--- src/rtl/core/threshold_crossing_latency_meter_core_assert.svh ---
// Assertion macros used by the latency meter datapath.
`ifndef THRESHOLD_CROSSING_LATENCY_METER_CORE_ASSERT_SVH
`define THRESHOLD_CROSSING_LATENCY_METER_CORE_ASSERT_SVH

// Same-cycle implication, disabled during reset.
`define TCLM_ASSERT_NOW(label, ante, cons, msg) \
  label: assert property (@(posedge clk) disable iff (!rst_n) (ante) |-> (cons)) \
    else $error(msg);

// Next-cycle implication, disabled during reset.
`define TCLM_ASSERT_NEXT(label, ante, cons, msg) \
  label: assert property (@(posedge clk) disable iff (!rst_n) (ante) |=> (cons)) \
    else $error(msg);

`endif

--- src/rtl/core/tclm_pkg.sv ---
// Shared types and constants of the threshold crossing latency meter.
package tclm_pkg;

  localparam int CHANNELS    = 8;
  localparam int CH_IDX_W    = (CHANNELS > 1) ? $clog2(CHANNELS) : 1;
  localparam int CH_EXT_W    = 7;
  localparam int CMD_W       = 2;
  localparam int CHANNEL_W   = 3;
  localparam int VALUE_W     = 32;
  localparam int THRESHOLD_W = 31;
  localparam int STAMP_W     = 32;

  typedef enum logic [CMD_W-1:0] {
    CMD_START = 2'd0,
    CMD_END   = 2'd1,
    CMD_READ  = 2'd2
  } tclm_cmd_code_t;

  typedef enum logic {
    ST_IDLE = 1'b0,
    ST_EXEC = 1'b1
  } tclm_state_t;

  typedef struct packed {
    logic capture;
    logic exec;
  } tclm_ctrl_t;

endpackage

--- src/rtl/core/threshold_crossing_latency_meter_core.sv ---
// Top level of the threshold crossing latency meter core.
//
//   channel  | handshake          | payload
//   ---------+--------------------+--------------------------------------------
//   input    | start / busy       | in_command, in_channel, in_value,
//            |                    | in_threshold, in_timestamp
//   result   | out_valid (strobe) | out_result_channel, out_started,
//            |                    | out_completed, out_latency_valid, out_latency
//
// A transaction is taken when start is high and busy is low; busy is high for
// the one execute cycle that follows, so none is taken in that cycle.
// The item registers capture a transaction at acceptance; the execute cycle
// does the read-modify-write of the channel state and loads the result strobe.
// rst_n is synchronous; it clears held and above-now flags, sets above-before.
// The receiver cannot stall; each result is shown for one cycle only.
module threshold_crossing_latency_meter_core
  import tclm_pkg::*;
(
  input  logic                      clk,
  input  logic                      rst_n,
  input  logic                      start,
  output logic                      busy,
  input  logic [CMD_W-1:0]          in_command,
  input  logic [CHANNEL_W-1:0]      in_channel,
  input  logic signed [VALUE_W-1:0] in_value,
  input  logic [THRESHOLD_W-1:0]    in_threshold,
  input  logic [STAMP_W-1:0]        in_timestamp,
  output logic                      out_valid,
  output logic [CHANNEL_W-1:0]      out_result_channel,
  output logic                      out_started,
  output logic                      out_completed,
  output logic                      out_latency_valid,
  output logic [STAMP_W-1:0]        out_latency
);

  tclm_ctrl_t ctrl;

  tclm_ctrl u_ctrl (
    .clk   (clk),
    .rst_n (rst_n),
    .start (start),
    .busy  (busy),
    .ctrl  (ctrl)
  );

  tclm_datapath u_datapath (
    .clk                (clk),
    .rst_n              (rst_n),
    .ctrl               (ctrl),
    .in_command         (in_command),
    .in_channel         (in_channel),
    .in_value           (in_value),
    .in_threshold       (in_threshold),
    .in_timestamp       (in_timestamp),
    .out_valid          (out_valid),
    .out_result_channel (out_result_channel),
    .out_started        (out_started),
    .out_completed      (out_completed),
    .out_latency_valid  (out_latency_valid),
    .out_latency        (out_latency)
  );

endmodule

--- src/rtl/core/tclm_ctrl.sv ---
// Controller state machine of the latency meter: accept, then execute.
module tclm_ctrl
  import tclm_pkg::*;
(
  input  logic       clk,
  input  logic       rst_n,
  input  logic       start,
  output logic       busy,
  output tclm_ctrl_t ctrl
);

  tclm_state_t state_r;
  tclm_state_t state_nxt;

  always_ff @(posedge clk) begin
    if (!rst_n) begin
      state_r <= ST_IDLE;
    end else begin
      state_r <= state_nxt;
    end
  end

  always_comb begin
    state_nxt    = state_r;
    ctrl.capture = 1'b0;
    ctrl.exec    = 1'b0;
    busy         = 1'b0;
    case (state_r)
      ST_IDLE: begin
        if (start) begin
          ctrl.capture = 1'b1;
          state_nxt    = ST_EXEC;
        end
      end
      ST_EXEC: begin
        busy      = 1'b1;
        ctrl.exec = 1'b1;
        state_nxt = ST_IDLE;
      end
      default: begin
        state_nxt = ST_IDLE;
      end
    endcase
  end

endmodule

--- src/rtl/core/tclm_datapath.sv ---
// Datapath of the latency meter: item register, channel state and result register.
module tclm_datapath
  import tclm_pkg::*;
(
  input  logic                   clk,
  input  logic                   rst_n,
  input  tclm_ctrl_t             ctrl,
  input  logic [CMD_W-1:0]       in_command,
  input  logic [CHANNEL_W-1:0]   in_channel,
  input  logic signed [VALUE_W-1:0] in_value,
  input  logic [THRESHOLD_W-1:0] in_threshold,
  input  logic [STAMP_W-1:0]     in_timestamp,
  output logic                   out_valid,
  output logic [CHANNEL_W-1:0]   out_result_channel,
  output logic                   out_started,
  output logic                   out_completed,
  output logic                   out_latency_valid,
  output logic [STAMP_W-1:0]     out_latency
);

  logic [CMD_W-1:0]       cmd_r;
  logic [CHANNEL_W-1:0]   ch_r;
  logic [VALUE_W-1:0]     value_r;
  logic [THRESHOLD_W-1:0] thr_r;
  logic [STAMP_W-1:0]     ts_r;

  logic [1:0]         above_now_r    [CHANNELS];
  logic [1:0]         above_before_r [CHANNELS];
  logic [CHANNELS-1:0] start_held_r;
  logic [CHANNELS-1:0] result_held_r;
  logic [STAMP_W-1:0] start_stamp_r  [CHANNELS];
  logic [STAMP_W-1:0] result_value_r [CHANNELS];

  logic               out_valid_r;
  logic [CHANNEL_W-1:0] out_ch_r;
  logic               out_started_r;
  logic               out_completed_r;
  logic               out_lat_valid_r;
  logic [STAMP_W-1:0] out_lat_r;

  logic [CH_EXT_W-1:0]    ch_ext;
  logic [CH_IDX_W-1:0]    idx;
  logic                   in_range;
  logic [VALUE_W-1:0]     neg_value;
  logic [THRESHOLD_W-1:0] mag;
  logic                   above;

  logic [1:0]         now_nxt;
  logic [1:0]         before_nxt;
  logic               sh_nxt;
  logic               rh_nxt;
  logic [STAMP_W-1:0] stamp_nxt;
  logic [STAMP_W-1:0] rv_nxt;
  logic               started;
  logic               completed;
  logic               lat_valid;
  logic [STAMP_W-1:0] lat;

  always_ff @(posedge clk) begin
    if (ctrl.capture) begin
      cmd_r   <= in_command;
      ch_r    <= in_channel;
      value_r <= in_value;
      thr_r   <= in_threshold;
      ts_r    <= in_timestamp;
    end
  end

  assign ch_ext   = {{(CH_EXT_W-CHANNEL_W){1'b0}}, ch_r};
  assign idx      = ch_ext[CH_IDX_W-1:0];
  assign in_range = ch_ext < CH_EXT_W'(CHANNELS);

  assign neg_value = ~value_r + {{(VALUE_W-1){1'b0}}, 1'b1};

  always_comb begin
    if (!value_r[VALUE_W-1]) begin
      mag = value_r[THRESHOLD_W-1:0];
    end else if (neg_value[VALUE_W-1]) begin
      mag = {THRESHOLD_W{1'b1}};
    end else begin
      mag = neg_value[THRESHOLD_W-1:0];
    end
  end

  assign above = mag >= thr_r;

  always_comb begin
    now_nxt    = above_now_r[idx];
    before_nxt = above_before_r[idx];
    sh_nxt     = start_held_r[idx];
    rh_nxt     = result_held_r[idx];
    stamp_nxt  = start_stamp_r[idx];
    rv_nxt     = result_value_r[idx];
    started    = 1'b0;
    completed  = 1'b0;
    case (cmd_r)
      CMD_START: begin
        before_nxt[0] = now_nxt[0];
        now_nxt[0]    = above;
        if (!above) begin
          sh_nxt = 1'b0;
        end else if (!before_nxt[0] && !sh_nxt && !rh_nxt) begin
          stamp_nxt = ts_r;
          sh_nxt    = 1'b1;
          started   = 1'b1;
        end
      end
      CMD_END: begin
        before_nxt[1] = now_nxt[1];
        now_nxt[1]    = above;
        if (!above) begin
          sh_nxt = 1'b0;
        end else if (sh_nxt && !rh_nxt) begin
          rv_nxt    = ts_r - stamp_nxt;
          rh_nxt    = 1'b1;
          completed = 1'b1;
        end
      end
      default: begin
      end
    endcase
    lat_valid = rh_nxt;
    lat       = rh_nxt ? rv_nxt : '0;
    if (cmd_r == CMD_READ && lat_valid) begin
      sh_nxt = 1'b0;
      rh_nxt = 1'b0;
    end
  end

  always_ff @(posedge clk) begin
    if (!rst_n) begin
      start_held_r  <= '0;
      result_held_r <= '0;
      for (int i = 0; i < CHANNELS; i++) begin
        above_now_r[i]    <= 2'b00;
        above_before_r[i] <= 2'b11;
      end
    end else if (ctrl.exec && in_range) begin
      above_now_r[idx]    <= now_nxt;
      above_before_r[idx] <= before_nxt;
      start_held_r[idx]   <= sh_nxt;
      result_held_r[idx]  <= rh_nxt;
    end
  end

  always_ff @(posedge clk) begin
    if (ctrl.exec && in_range) begin
      start_stamp_r[idx]  <= stamp_nxt;
      result_value_r[idx] <= rv_nxt;
    end
  end

  always_ff @(posedge clk) begin
    if (!rst_n) begin
      out_valid_r <= 1'b0;
    end else begin
      out_valid_r <= ctrl.exec;
    end
  end

  always_ff @(posedge clk) begin
    if (ctrl.exec) begin
      out_ch_r        <= ch_r;
      out_started_r   <= in_range & started;
      out_completed_r <= in_range & completed;
      out_lat_valid_r <= in_range & lat_valid;
      out_lat_r       <= in_range ? lat : '0;
    end
  end

  assign out_valid          = out_valid_r;
  assign out_result_channel = out_ch_r;
  assign out_started        = out_started_r;
  assign out_completed      = out_completed_r;
  assign out_latency_valid  = out_lat_valid_r;
  assign out_latency        = out_lat_r;

`include "threshold_crossing_latency_meter_core_assert.svh"

  `TCLM_ASSERT_NEXT(a_strobe_follows_exec, ctrl.exec, out_valid, "result strobe missing after execute")
  `TCLM_ASSERT_NOW(a_no_start_and_end, out_valid, !(out_started && out_completed), "start and end in one transaction")
  `TCLM_ASSERT_NOW(a_latency_zero_when_invalid, out_valid && !out_latency_valid, out_latency == '0, "latency nonzero without valid")
  `TCLM_ASSERT_NOW(a_complete_holds_latency, out_valid && out_completed, out_latency_valid, "completion without held latency")

endmodule

--- config.mk ---
export PLATFORM = sky130hd
export DESIGN_NAME = threshold_crossing_latency_meter_core
export DESIGN_NICKNAME = d
export VERILOG_FILES = /design/src/rtl/core/tclm_pkg.sv /design/src/rtl/core/threshold_crossing_latency_meter_core.sv /design/src/rtl/core/tclm_ctrl.sv /design/src/rtl/core/tclm_datapath.sv
export VERILOG_INCLUDE_DIRS = /design/src /design/src/rtl/core
export SDC_FILE = /design/constraint.sdc
export NUM_CORES = 1
export LEC_CHECK = 0
export BUFFER_PORTS_ARGS = -buffer_cell sky130_fd_sc_hd__buf_2
export CORE_ASPECT_RATIO = 0.6
export CORE_UTILIZATION = 30
export CTS_CLUSTER_SIZE = 28
export DETAILED_ROUTE_END_ITERATION = 16
export SLEW_MARGIN = 15
export SYNTH_ARGS = -nofsm -noshare
export SYNTH_HDL_FRONTEND = slang
export SYNTH_SLANG_ARGS = --single-unit
--- constraint.sdc ---
create_clock -name clk -period 8.2 [get_ports clk]
set_clock_uncertainty 0.1 [all_clocks]
set_input_delay 1.23 -clock clk [delete_from_list [all_inputs] [get_ports clk]]
set_output_delay 1.23 -clock clk [all_outputs]
set_load 0.1 [all_outputs]
==> run metrics <==
Setup Buffers After CTS=0; Overall Global Routing Usage=13.75%; Yosys cell types=59; first-pass GRT wire length=between 100 and 150 mm; number of nets in the layout=2028; worst-margin pin slew=1.126 ns; synth warn=0; Worst Setup End Kind=register; EDFF count, synth=between 600 and 700; final cell count without fillers=around 3200; Detailed Place HPWL=42.48 mm; crit start category=register; most frequent cells in the layout=edfxtp_1, buf_2, mux4_2, nand2_1, mux2i_1; hold slack=0.3707 ns; H-tree Lvls=2; status=complete, no violations; core area=94700 sq um; Die Span Y=242.6 um; commonest non-fill, non-tap cell in the layout=edfxtp_1; DP Cell Count=3044; cts repair resizes=0; P&R area growth vs syn=15.09%; # clock sinks=679; Antenna Nets Post-Route=0; Die X=a little over 400 um; fin crit period=6.845 ns; cell area after layout=33320 sq um; Gate Count Post-Synth=around 1700; WP data required=8.59 ns; post-synth top area share=68.26%; initial antenna violation count=2; post-synthesis average cell area=17.02 sq um; Core Rows=between 80 and 90; maximum operating frequency=146.1 MHz; CTS buffer count=61; CP Max Fanout=70; via count=about 16000; RSZ-0062 raised after global routing=no; Worst Hold Class=reg2reg; Leakage=11.40 nW; cell taking the most area after synthesis=edfxtp_1; I/O Buffers=142; Post-Syn Area=slightly below 30000 sq um; drt first pass iters=5; Final WS setup=~1.4 ns; FFs w/ async S/R, synth=0%; Starting Density=roughly 31%; Max IR drop VDD=0.1801 mV; CTS tree=done; Die ar.=about 98000 sq um; Fin. Hold Viols=0; Final setup viols=0; drt drc=0; Primary FF master, synth=edfxtp_1; DP Worst Slack=1.397 ns; Syn Nets=approximately 1900; CP Class=reg2reg; Slew HR=between 20% and 30%; vias in the first global route=15970; FF+latch count, synth=between 600 and 700; Slew Limit Fails=0; Max Cap Violations=0; CTS max path bufs=3; RD Place Congestion=0.8221; fin crit share=83.48%; worst skew pair latency=0.65 ns; post-synthesis sequential area ratio=between 60% and 70%; routed vias/inst=4.946; pwr dens=242.3 nW/um^2; ant diodes=0; DR iter-0 viols=~1400; hold buffers post-CTS=0; final WL=68.06 mm; placed inst area=31190 sq um; Critical Path AT=7.23 ns; r2r setup slk=~1.4 ns; largest net degree at the start of global routing=75; setup_tns=0 ns; Area contributors post-synth=edfxtp_1, mux4_2, mux2i_1; Ports=143; Multi-input gate area=about 8200 sq um; routed len/inst=21.55 um; CTS clk-pin slew, worst paths=0.06 ns; layout cells sized above 1=22.28%; Sequential Area=a little over 20000 sq um; Filler cells=8886; grt ovf=0; Clock Root Buffer=clkbuf_16
## power by group
group / leakage [nW] / switching, W / internal [W]
Clock: 1.03 / 0.00129 / 0.00174
Combinational: 4.17 / 0.000636 / 0.000353
Sequential: 6.20 / 0.0000632 / 0.00399
## synth_stat cells (3+ instances only)
cell,number
o211ai_1,6
nor2b_1,28
a21oi_1,51
and2_1,26
xnor2_1,17
a211oi_1,28
or3_1,9
mux2i_1,99
ha_1,63
buf_6,3
o21a_1,6
inv_1,81
clkbuf_1,44
xor2_1,34
nand2b_1,15
o21ai_0,51
nor4_1,5
buf_1,17
a21boi_0,4
dfxtp_1,21
a221oi_1,5
and3_1,5
or3_4,3
nor2_1,43
edfxtp_1,658
nand3_1,24
mux4_2,131
o41ai_1,3
mux2_2,5
buf_2,6
a211o_1,3
and4_1,3
o31ai_1,15
nand4_1,11
o21bai_1,4
nor3_1,17
a21o_1,17
nand2_1,113
## per-stage QoR
stage,total power [W],utilization [%]
after floorplan,0.004797,-
after global placement,0.005091,32.94
after detailed placement,0.005122,32.94
after CTS,0.008165,35.18
after global routing,0.008377,35.18
final,0.008074,35.18
## flip-flops by register name, indices dropped and copies added, names as in the netlist, 2 cells and up, named ones only
signal,flops
u_datapath.thr_r,31
u_datapath.result_value_r,256
u_datapath.value_r,32
u_datapath.out_latency,32
u_datapath.start_stamp_r,256
u_datapath.out_result_channel,3
u_datapath.ts_r,32
u_datapath.above_now_r,8
u_datapath.result_held_r,8
u_datapath.start_held_r,8
u_datapath.cmd_r,2
u_datapath.ch_r,3
## critical path, stage by stage (launching register included)
cell and delay [ns]:
edfxtp_1 0.46, nor4_1 0.52, nand3_1 0.36, or4_4 0.54, or3_4 0.36, or3_4 0.34, nand4bb_4 0.48, and2_1 0.34
ha_1 0.28, nand2b_1 0.14, a2111oi_0 0.44, nor3_1 0.13, o31ai_1 0.78, a211oi_4 0.15, buf_12 0.25, o21ai_0 0.74
and2_1 0.23
## path summary, 6_finish.rpt
path	to	cells past startpoint	from
max	u_datapath.out_latency[6]$_SDFFCE_PN0P_	16	u_datapath.value_r[3]$_DFFE_PP_
min reg2reg	u_datapath.start_held_r[0]$_SDFFE_PN0P_	2	u_datapath.start_held_r[0]$_SDFFE_PN0P_
min	u_datapath.start_held_r[0]$_SDFFE_PN0P_	2	u_datapath.start_held_r[0]$_SDFFE_PN0P_
max reg2reg	u_datapath.out_latency[6]$_SDFFCE_PN0P_	16	u_datapath.value_r[3]$_DFFE_PP_
## kinds of logic after synthesis
group | count (synthesis) | synth area share [%]
flip-flops | 679 | 69.71
XOR/XNOR | 51 | 1.543
adder cells (fa/ha/maj) | 64 | 2.792
AND/OR/NAND/NOR | 314 | 5.494
multiplexers | 235 | 13.81
AO/OA/AOI/OAI | 207 | 4.590
buffers and inverters | 151 | 2.062
## cell type report
type                    instances  area share (%)
repair buffers                167           2.772
well taps                    1246           4.679
clock inverters                43           1.619
clock buffers                  71           4.758
multi-input cells             871           24.64
inverters                      81          0.9276
flip-flops and latches        679           60.61
## metal layers
metal,up-vias,part of all wire [%],global-route usage [%]
li1,7009,-,-
met1,8057,47,19.88
met2,461,45,21.20
met3,91,6.0,2.530
met4,0,2.1,3.623
met5,-,0,0
Power figures use the tool's default switching activity.
